==> config.mk <==
export PLATFORM = sky130hd
export DESIGN_NAME = flash_erase_range_planner_core
export DESIGN_NICKNAME = d
export VERILOG_FILES = /design/src/design/ferp_pkg.sv /design/src/design/ferp_useq.sv /design/src/design/ferp_dpath.sv /design/src/design/flash_erase_range_planner_core.sv
export SDC_FILE = /design/constraint.sdc
export NUM_CORES = 1
export LEC_CHECK = 0
export CAP_MARGIN = 0
export CORE_ASPECT_RATIO = 1.1
export CORE_MARGIN = 5
export CORE_UTILIZATION = 60
export CTS_BUF_LIST = sky130_fd_sc_hd__clkbuf_4 sky130_fd_sc_hd__clkbuf_8
export CTS_CLUSTER_SIZE = 10
export DETAILED_ROUTE_END_ITERATION = 8
export DONT_BUFFER_PORTS = 1
export GPL_ROUTABILITY_DRIVEN = 1
export GPL_TIMING_DRIVEN = 1
export PLACE_DENSITY = 0.76
export SYNTH_ARGS = -nofsm -noshare
export SYNTH_HDL_FRONTEND = slang
export SYNTH_SLANG_ARGS = --single-unit
==> constraint.sdc <==
create_clock -name clk -period 6.9 [get_ports clk]
set_input_delay 2.07 -clock clk [delete_from_list [all_inputs] [get_ports clk]]
set_output_delay 2.07 -clock clk [all_outputs]
set_load 0.02 [all_outputs]
==> src/design/ferp_pkg.sv <==
// Shared types, codes and the microprogram for the flash erase range planner.
// No dependencies; used by ferp_useq, ferp_dpath and the top level.
package ferp_pkg;

  localparam int ADDR_W      = 24;
  localparam int COUNT_W     = 21;
  localparam int LEN_W       = 17;
  localparam int REM_W       = 25;
  localparam int MAX_RESULTS = 48;
  localparam int CNT_W       = 6;
  localparam int STEP_W      = 2;
  localparam int IN_DATA_W   = 48;
  localparam int OUT_DATA_W  = 48;

  localparam logic [1:0] KIND_BLOCK   = 2'd0;
  localparam logic [1:0] KIND_SECTOR  = 2'd1;
  localparam logic [1:0] KIND_PARTIAL = 2'd2;

  typedef logic [STEP_W-1:0] step_t;

  typedef enum logic [1:0] {
    OP_NOP  = 2'd0,
    OP_LOAD = 2'd1,
    OP_EMIT = 2'd2
  } op_t;

  typedef enum logic [1:0] {
    WT_NONE     = 2'd0,
    WT_IN_VALID = 2'd1,
    WT_OUT_FREE = 2'd2
  } wait_t;

  typedef enum logic [1:0] {
    BR_NEVER    = 2'd0,
    BR_ALWAYS   = 2'd1,
    BR_REM_ZERO = 2'd2,
    BR_MORE     = 2'd3
  } br_t;

  typedef struct packed {
    op_t   op;
    wait_t wt;
    br_t   br;
    step_t target;
  } uword_t;

  typedef struct packed {
    logic load;
    logic emit;
  } ctrl_t;

  typedef struct packed {
    logic out_free;
    logic rem_zero;
    logic emit_last;
  } stat_t;

  localparam step_t ST_IDLE  = 2'd0;
  localparam step_t ST_CHECK = 2'd1;
  localparam step_t ST_EMIT  = 2'd2;
  localparam step_t ST_DONE  = 2'd3;

  function automatic uword_t ucode(input step_t step);
    uword_t w;
    case (step)
      ST_IDLE:  w = '{op: OP_LOAD, wt: WT_IN_VALID, br: BR_NEVER,    target: ST_IDLE};
      ST_CHECK: w = '{op: OP_NOP,  wt: WT_NONE,     br: BR_REM_ZERO, target: ST_IDLE};
      ST_EMIT:  w = '{op: OP_EMIT, wt: WT_OUT_FREE, br: BR_MORE,     target: ST_EMIT};
      ST_DONE:  w = '{op: OP_NOP,  wt: WT_NONE,     br: BR_ALWAYS,   target: ST_IDLE};
      default:  w = '{op: OP_NOP,  wt: WT_NONE,     br: BR_ALWAYS,   target: ST_IDLE};
    endcase
    return w;
  endfunction

endpackage

==> src/design/ferp_useq.sv <==
// Microcode sequencer: step counter, control-word lookup, wait and branch logic.
// Depends on ferp_pkg for the control word format and the microprogram.
module ferp_useq (
  input  logic             clk,
  input  logic             rst_n,
  input  logic             in_tvalid,
  input  ferp_pkg::stat_t  stat,
  output logic             in_tready,
  output ferp_pkg::ctrl_t  ctrl
);

  ferp_pkg::step_t  step_r;
  ferp_pkg::step_t  step_nxt;
  ferp_pkg::uword_t word;
  logic             go;
  logic             taken;

  assign word = ferp_pkg::ucode(step_r);

  always_comb begin
    case (word.wt)
      ferp_pkg::WT_NONE:     go = 1'b1;
      ferp_pkg::WT_IN_VALID: go = in_tvalid;
      ferp_pkg::WT_OUT_FREE: go = stat.out_free;
      default:               go = 1'b1;
    endcase
  end

  always_comb begin
    case (word.br)
      ferp_pkg::BR_NEVER:    taken = 1'b0;
      ferp_pkg::BR_ALWAYS:   taken = 1'b1;
      ferp_pkg::BR_REM_ZERO: taken = stat.rem_zero;
      ferp_pkg::BR_MORE:     taken = !stat.emit_last;
      default:               taken = 1'b0;
    endcase
  end

  always_comb begin
    step_nxt = step_r;
    if (go) begin
      step_nxt = taken ? word.target : step_r + ferp_pkg::step_t'(1);
    end
  end

  assign in_tready = (word.op == ferp_pkg::OP_LOAD);
  assign ctrl.load = (word.op == ferp_pkg::OP_LOAD) && go;
  assign ctrl.emit = (word.op == ferp_pkg::OP_EMIT) && go;

  always_ff @(posedge clk) begin
    if (!rst_n) begin
      step_r <= ferp_pkg::ST_IDLE;
    end else begin
      step_r <= step_nxt;
    end
  end

endmodule

==> src/design/ferp_dpath.sv <==
// Datapath: address, remaining count and command counter, command selection
// and the output register. Depends on ferp_pkg; driven by ferp_useq.
module ferp_dpath #(
  parameter int SECTOR_BYTES    = 4096,
  parameter int BLOCK_BYTES     = 65536,
  parameter int MAX_RANGE_BYTES = 1048576
) (
  input  logic                               clk,
  input  logic                               rst_n,
  input  ferp_pkg::ctrl_t                    ctrl,
  input  logic [ferp_pkg::ADDR_W-1:0]        start_address,
  input  logic [ferp_pkg::COUNT_W-1:0]       byte_count,
  input  logic                               out_tready,
  output ferp_pkg::stat_t                    stat,
  output logic                               out_valid,
  output logic [1:0]                         command_kind,
  output logic [ferp_pkg::ADDR_W-1:0]        command_address,
  output logic [ferp_pkg::LEN_W-1:0]         command_length,
  output logic                               last_command
);

  localparam logic [ferp_pkg::ADDR_W-1:0] SMASK  = ferp_pkg::ADDR_W'(SECTOR_BYTES - 1);
  localparam logic [ferp_pkg::ADDR_W-1:0] BMASK  = ferp_pkg::ADDR_W'(BLOCK_BYTES - 1);
  localparam logic [ferp_pkg::ADDR_W-1:0] SSTEP  = ferp_pkg::ADDR_W'(SECTOR_BYTES);
  localparam logic [ferp_pkg::ADDR_W-1:0] BSTEP  = ferp_pkg::ADDR_W'(BLOCK_BYTES);
  localparam logic [ferp_pkg::REM_W-1:0]  SLEN   = ferp_pkg::REM_W'(SECTOR_BYTES);
  localparam logic [ferp_pkg::REM_W-1:0]  BLEN   = ferp_pkg::REM_W'(BLOCK_BYTES);
  localparam logic [ferp_pkg::REM_W-1:0]  RLIMIT = ferp_pkg::REM_W'(MAX_RANGE_BYTES);
  localparam logic [ferp_pkg::CNT_W-1:0]  CLAST  = ferp_pkg::CNT_W'(ferp_pkg::MAX_RESULTS - 1);

  logic [ferp_pkg::ADDR_W-1:0] addr_r;
  logic [ferp_pkg::REM_W-1:0]  rem_r;
  logic [ferp_pkg::CNT_W-1:0]  cnt_r;
  logic                        out_valid_r;
  logic [1:0]                  kind_r;
  logic [ferp_pkg::ADDR_W-1:0] caddr_r;
  logic [ferp_pkg::LEN_W-1:0]  clen_r;
  logic                        last_r;

  logic [ferp_pkg::REM_W-1:0]  count_ext;
  logic [ferp_pkg::REM_W-1:0]  plen;
  logic [1:0]                  kind_sel;
  logic [ferp_pkg::REM_W-1:0]  len_sel;
  logic [ferp_pkg::ADDR_W-1:0] addr_adv;
  logic                        last_sel;

  assign count_ext = ferp_pkg::REM_W'(byte_count);

  always_comb begin
    plen = SLEN - ferp_pkg::REM_W'(addr_r & SMASK);
    if (plen > rem_r) begin
      plen = rem_r;
    end
    if (((addr_r & BMASK) == '0) && (rem_r >= BLEN)) begin
      kind_sel = ferp_pkg::KIND_BLOCK;
      len_sel  = BLEN;
      addr_adv = addr_r + BSTEP;
    end else if (((addr_r & SMASK) == '0) && (rem_r >= SLEN)) begin
      kind_sel = ferp_pkg::KIND_SECTOR;
      len_sel  = SLEN;
      addr_adv = addr_r + SSTEP;
    end else begin
      kind_sel = ferp_pkg::KIND_PARTIAL;
      len_sel  = plen;
      addr_adv = (addr_r & ~SMASK) + SSTEP;
    end
    last_sel = (rem_r == len_sel) || (cnt_r == CLAST);
  end

  assign stat.out_free  = !out_valid_r || out_tready;
  assign stat.rem_zero  = (rem_r == '0);
  assign stat.emit_last = last_sel;

  always_ff @(posedge clk) begin
    if (ctrl.load) begin
      addr_r <= start_address;
      rem_r  <= (count_ext > RLIMIT) ? RLIMIT : count_ext;
    end else if (ctrl.emit) begin
      addr_r <= addr_adv;
      rem_r  <= rem_r - len_sel;
    end
    if (ctrl.emit) begin
      kind_r  <= kind_sel;
      caddr_r <= addr_r;
      clen_r  <= len_sel[ferp_pkg::LEN_W-1:0];
      last_r  <= last_sel;
    end
  end

  always_ff @(posedge clk) begin
    if (!rst_n) begin
      cnt_r       <= '0;
      out_valid_r <= 1'b0;
    end else begin
      if (ctrl.load) begin
        cnt_r <= '0;
      end else if (ctrl.emit) begin
        cnt_r <= cnt_r + ferp_pkg::CNT_W'(1);
      end
      if (ctrl.emit) begin
        out_valid_r <= 1'b1;
      end else if (out_tready) begin
        out_valid_r <= 1'b0;
      end
    end
  end

  assign out_valid       = out_valid_r;
  assign command_kind    = kind_r;
  assign command_address = caddr_r;
  assign command_length  = clen_r;
  assign last_command    = last_r;

endmodule

==> src/design/flash_erase_range_planner_core.sv <==
// Flash erase range planner top level: stream ports around the microcode
// sequencer (ferp_useq) and the datapath (ferp_dpath). Depends on ferp_pkg.
//
// Splits one erase request (24-bit start address, byte count) into block
// erase, sector erase and partial sector clear commands in address order;
// the final command carries tlast. A request is accepted in the idle step,
// checked for a zero count in the check step, issues its commands in the emit
// step and ends in the closing step of the microprogram; a zero count returns
// to idle from the check step. A command waits while the output register is
// still full. Counts above MAX_RANGE_BYTES are clamped to it, addresses wrap
// at 2^24, and at most 48 commands are issued per request.
module flash_erase_range_planner_core #(
  parameter int SECTOR_BYTES    = 4096,
  parameter int BLOCK_BYTES     = 65536,
  parameter int MAX_RANGE_BYTES = 1048576
) (
  input  logic                                clk,
  input  logic                                rst_n,
  input  logic                                in_tvalid,
  output logic                                in_tready,
  // [23:0] start_address, [44:24] byte_count, [47:45] zero
  input  logic [ferp_pkg::IN_DATA_W-1:0]      in_tdata,
  output logic                                out_tvalid,
  input  logic                                out_tready,
  // [23:0] command_address, [40:24] command_length, [47:41] zero
  output logic [ferp_pkg::OUT_DATA_W-1:0]     out_tdata,
  // [1:0] command_kind
  output logic [1:0]                          out_tuser,
  output logic                                out_tlast
);

  localparam int PAD_W = ferp_pkg::OUT_DATA_W - ferp_pkg::ADDR_W - ferp_pkg::LEN_W;

  ferp_pkg::ctrl_t             ctrl;
  ferp_pkg::stat_t             stat;
  logic [ferp_pkg::ADDR_W-1:0] command_address;
  logic [ferp_pkg::LEN_W-1:0]  command_length;

  ferp_useq u_useq (
    .clk       (clk),
    .rst_n     (rst_n),
    .in_tvalid (in_tvalid),
    .stat      (stat),
    .in_tready (in_tready),
    .ctrl      (ctrl)
  );

  ferp_dpath #(
    .SECTOR_BYTES    (SECTOR_BYTES),
    .BLOCK_BYTES     (BLOCK_BYTES),
    .MAX_RANGE_BYTES (MAX_RANGE_BYTES)
  ) u_dpath (
    .clk             (clk),
    .rst_n           (rst_n),
    .ctrl            (ctrl),
    .start_address   (in_tdata[ferp_pkg::ADDR_W-1:0]),
    .byte_count      (in_tdata[ferp_pkg::ADDR_W +: ferp_pkg::COUNT_W]),
    .out_tready      (out_tready),
    .stat            (stat),
    .out_valid       (out_tvalid),
    .command_kind    (out_tuser),
    .command_address (command_address),
    .command_length  (command_length),
    .last_command    (out_tlast)
  );

  assign out_tdata = {{PAD_W{1'b0}}, command_length, command_address};

endmodule

==> out/metrics.csv <==
metric,value,unit
status,finished clean,
Critical Path Source Type,flop,
"EDFF count, synth",93,
GRT Total Usage,23.5,%
Tightest Pin Transition,741,ps
post-layout util,65.3,%
post-DP HPWL,11400,um
worst-case clock buffer depth,2,
power density cells,541,nW/um2
syn avg cell area,9.98,um2
ratio of cells with drive above 1 in the final layout,7.44,%
Final ANT Viol Nets,0,
I/O Pins,105,
per-cell routed wire length,18.7,um
Inserted Diodes,0,
Crit Path Class,reg -> reg,
Final period util,93.2,%
hold-fix buffers at CTS,0,
antenna violations before repair,0,
most frequent cells in the layout,"edfxtp_1 (93), nand2_1 (71), a21oi_1 (48), o21ai_0 (47), ha_1 (47)",
DRT Wirelength,15000,um
core area,10400,um2
Final min period,6430,ps
Placed Cells,782,
Setup TNS,0,ps
fmax,155,MHz
synthesized area,6420,um2
Initial Util,61.5,%
Worst Hold Class,reg -> reg,
Rows,39,
Final Non-Filler Cells,802,
Final setup viols,0,
max-slew violations,0,
#FFs+latches synth,102,
fill count,903,
Slew headroom,50.5,%
Peak VDD IR,265,uV
critical path endpoint category,flop,
max-cap viol count,0,
die area,12900,um2
unrepaired setup endpoints after global routing,no,
vias per std cell,6.12,
Initial DRT Pass Iterations,5,
later-pin clock latency in the skew report,370,ps
"most common cell after layout, fill and taps aside",edfxtp_1,
sequential share of the synthesized area,46.3,%
PortBufs,0,
final count of hold timing violations,0,
clock transition at the registers of the reported paths,110,ps
TritonCTS clock tree,done,
crit-path max FO,11,
largest net degree at the start of global routing,34,
synthesized instance count,643,
Synth cell types,55,
die width,109,um
GRT overflow,0,
clock skew after layout,12.1,ps
Clock Tree Root,clkbuf_8,
first-pass GRT wire length,23900,um
CTS H-tree lvls,3,
Die Y,118,um
Vias,4905,
Async SR Flop Fraction,0,%
1st-iter DRT viols,290,
residual DRC count,0,
clock sinks,102,
synthesis-to-finish area growth,6.16,%
Critical Path RT,7000,ps
number of global-route vias before repair,4826,
final net count,754,
Worst EP arrival,6540,ps
Syn. warnings,0,
GP Congestion,0.952,
Main synth FF type,edfxtp_1,
LEAKAGE,2.60,nW
cts bufs inserted,9,
==> repair_timing <==
item,CTS,global route
endpoints found under the setup margin,0,4
resized for setup,0,1
buffers inserted,0,4
==> cells by family (layout without fill, tap and decap cells) <==
kind of cell             Yosys count  after routing  synth area share, %
AO/OA/AOI/OAI                    180            180                 17.6
AND/OR/NAND/NOR                  200            200                 15.8
buffers and inverters             68             66                 4.54
XOR/XNOR                          33             33                 4.50
multiplexers                      10             10                 1.62
adder cells (fa/ha/maj)           48             48                 9.47
other                              2             20                0.117
flip-flops                       102            102                 46.3
==> cell type report <==
cell class | count | area [um2] | share of cell area [%]
Clock buffer | 9 | 124 | 1.82
Clock inverter | 7 | 63.8 | 0.936
Inverter | 39 | 146 | 2.15
Multi-Input combinational cell | 491 | 3250 | 47.6
Sequential cell | 102 | 2970 | 43.6
Tap cell | 143 | 179 | 2.63
Timing Repair Buffer | 11 | 82.6 | 1.21
==> synth_stat cells (5+ instances only) <==
master | instances | area share [%]
nand2b_1 | 6 | 0.58
a21oi_1 | 48 | 3.7
nor2_1 | 33 | 1.9
ha_1 | 47 | 9.2
edfxtp_1 | 93 | 44
nor3_1 | 15 | 1.2
xor2_1 | 20 | 2.7
xnor2_1 | 13 | 1.8
or3_1 | 5 | 0.49
and2_1 | 15 | 1.5
a31o_2 | 10 | 1.4
or4_1 | 5 | 0.58
dfxtp_1 | 9 | 2.8
nand3_1 | 7 | 0.55
nor4_1 | 11 | 1.1
a21o_1 | 12 | 1.4
buf_4 | 7 | 0.82
a32o_1 | 5 | 0.78
mux2i_1 | 7 | 1.1
and3_1 | 6 | 0.58
clkbuf_1 | 19 | 1.1
nand4_1 | 13 | 1.3
nand2_1 | 71 | 4.2
inv_1 | 38 | 2.2
o21bai_1 | 5 | 0.58
a31oi_1 | 10 | 0.97
a211oi_1 | 7 | 0.82
o21ai_0 | 49 | 3.8
==> through the flow <==
step                worst slack, ps  area (um2)  power, mW  hold WS, ps
floorplan                      1170        6490       2.76          435
global placement                635        6590       3.19          466
detailed placement              447        6590       3.25          461
CTS                             429        6780       3.62          485
global route                   39.6        6820       3.99          500
finish                          468        6820       3.69          478
==> registers in the layout, summed over array words and instances (netlist names) <==
register	flops
u_dpath.command_kind	2
u_dpath.out_valid	1
u_dpath.rem_r	25
u_useq.step_r	2
u_dpath.command_length	17
u_dpath.last_command	1
u_dpath.cnt_r	6
u_dpath.addr_r	24
u_dpath.command_address	24
==> critical path, stage by stage (launching register included) <==
cell and delay (ps):
edfxtp_1 470, inv_1 130, ha_1 210, or4b_4 520, or2_2 340, or4_1 430, xnor2_1 260, inv_1 80
ha_1 300, nand4_1 150, o211ai_1 130, o41ai_2 130, nor2_1 550, a21oi_1 190, a31o_2 280, fa_1 450
nand2b_1 200, a211oi_1 420, o21ai_0 350, a211oi_1 390, or3_1 160, a21oi_1 60
==> path summary, 6_finish.rpt <==
| path | slack [ps] | endpoint | startpoint | cells past startpoint |
|---|---|---|---|---|
| worst max register to register | 470 | u_dpath.rem_r[22] | u_dpath.addr_r[0] | 21 |
| worst min register to register | 480 | u_dpath.command_address[6] | u_dpath.addr_r[6] | 0 |
| worst max-delay path | 470 | u_dpath.rem_r[22] | u_dpath.addr_r[0] | 21 |
| worst min-delay path | 480 | u_dpath.command_address[6] | u_dpath.addr_r[6] | 0 |
==> routing by layer <==
layer / GRT usage (%) / part of all wire, % / vias up
li1: - / - / 2393
met1: 29.6 / 42 / 2305
met2: 39.6 / 50 / 164
met3: 3.82 / 4.6 / 43
met4: 10.4 / 3.1 / 0
met5: 0 / 0 / -
==> power by group <==
group,switching [mW],total (mW),internal (mW)
Clock,0.226,0.365,0.139
Combinational,1.23,2.04,0.809
Sequential,0.237,1.29,1.05
Total,1.69,3.69,2.00
No activity file was read; power rests on OpenSTA's default activity.
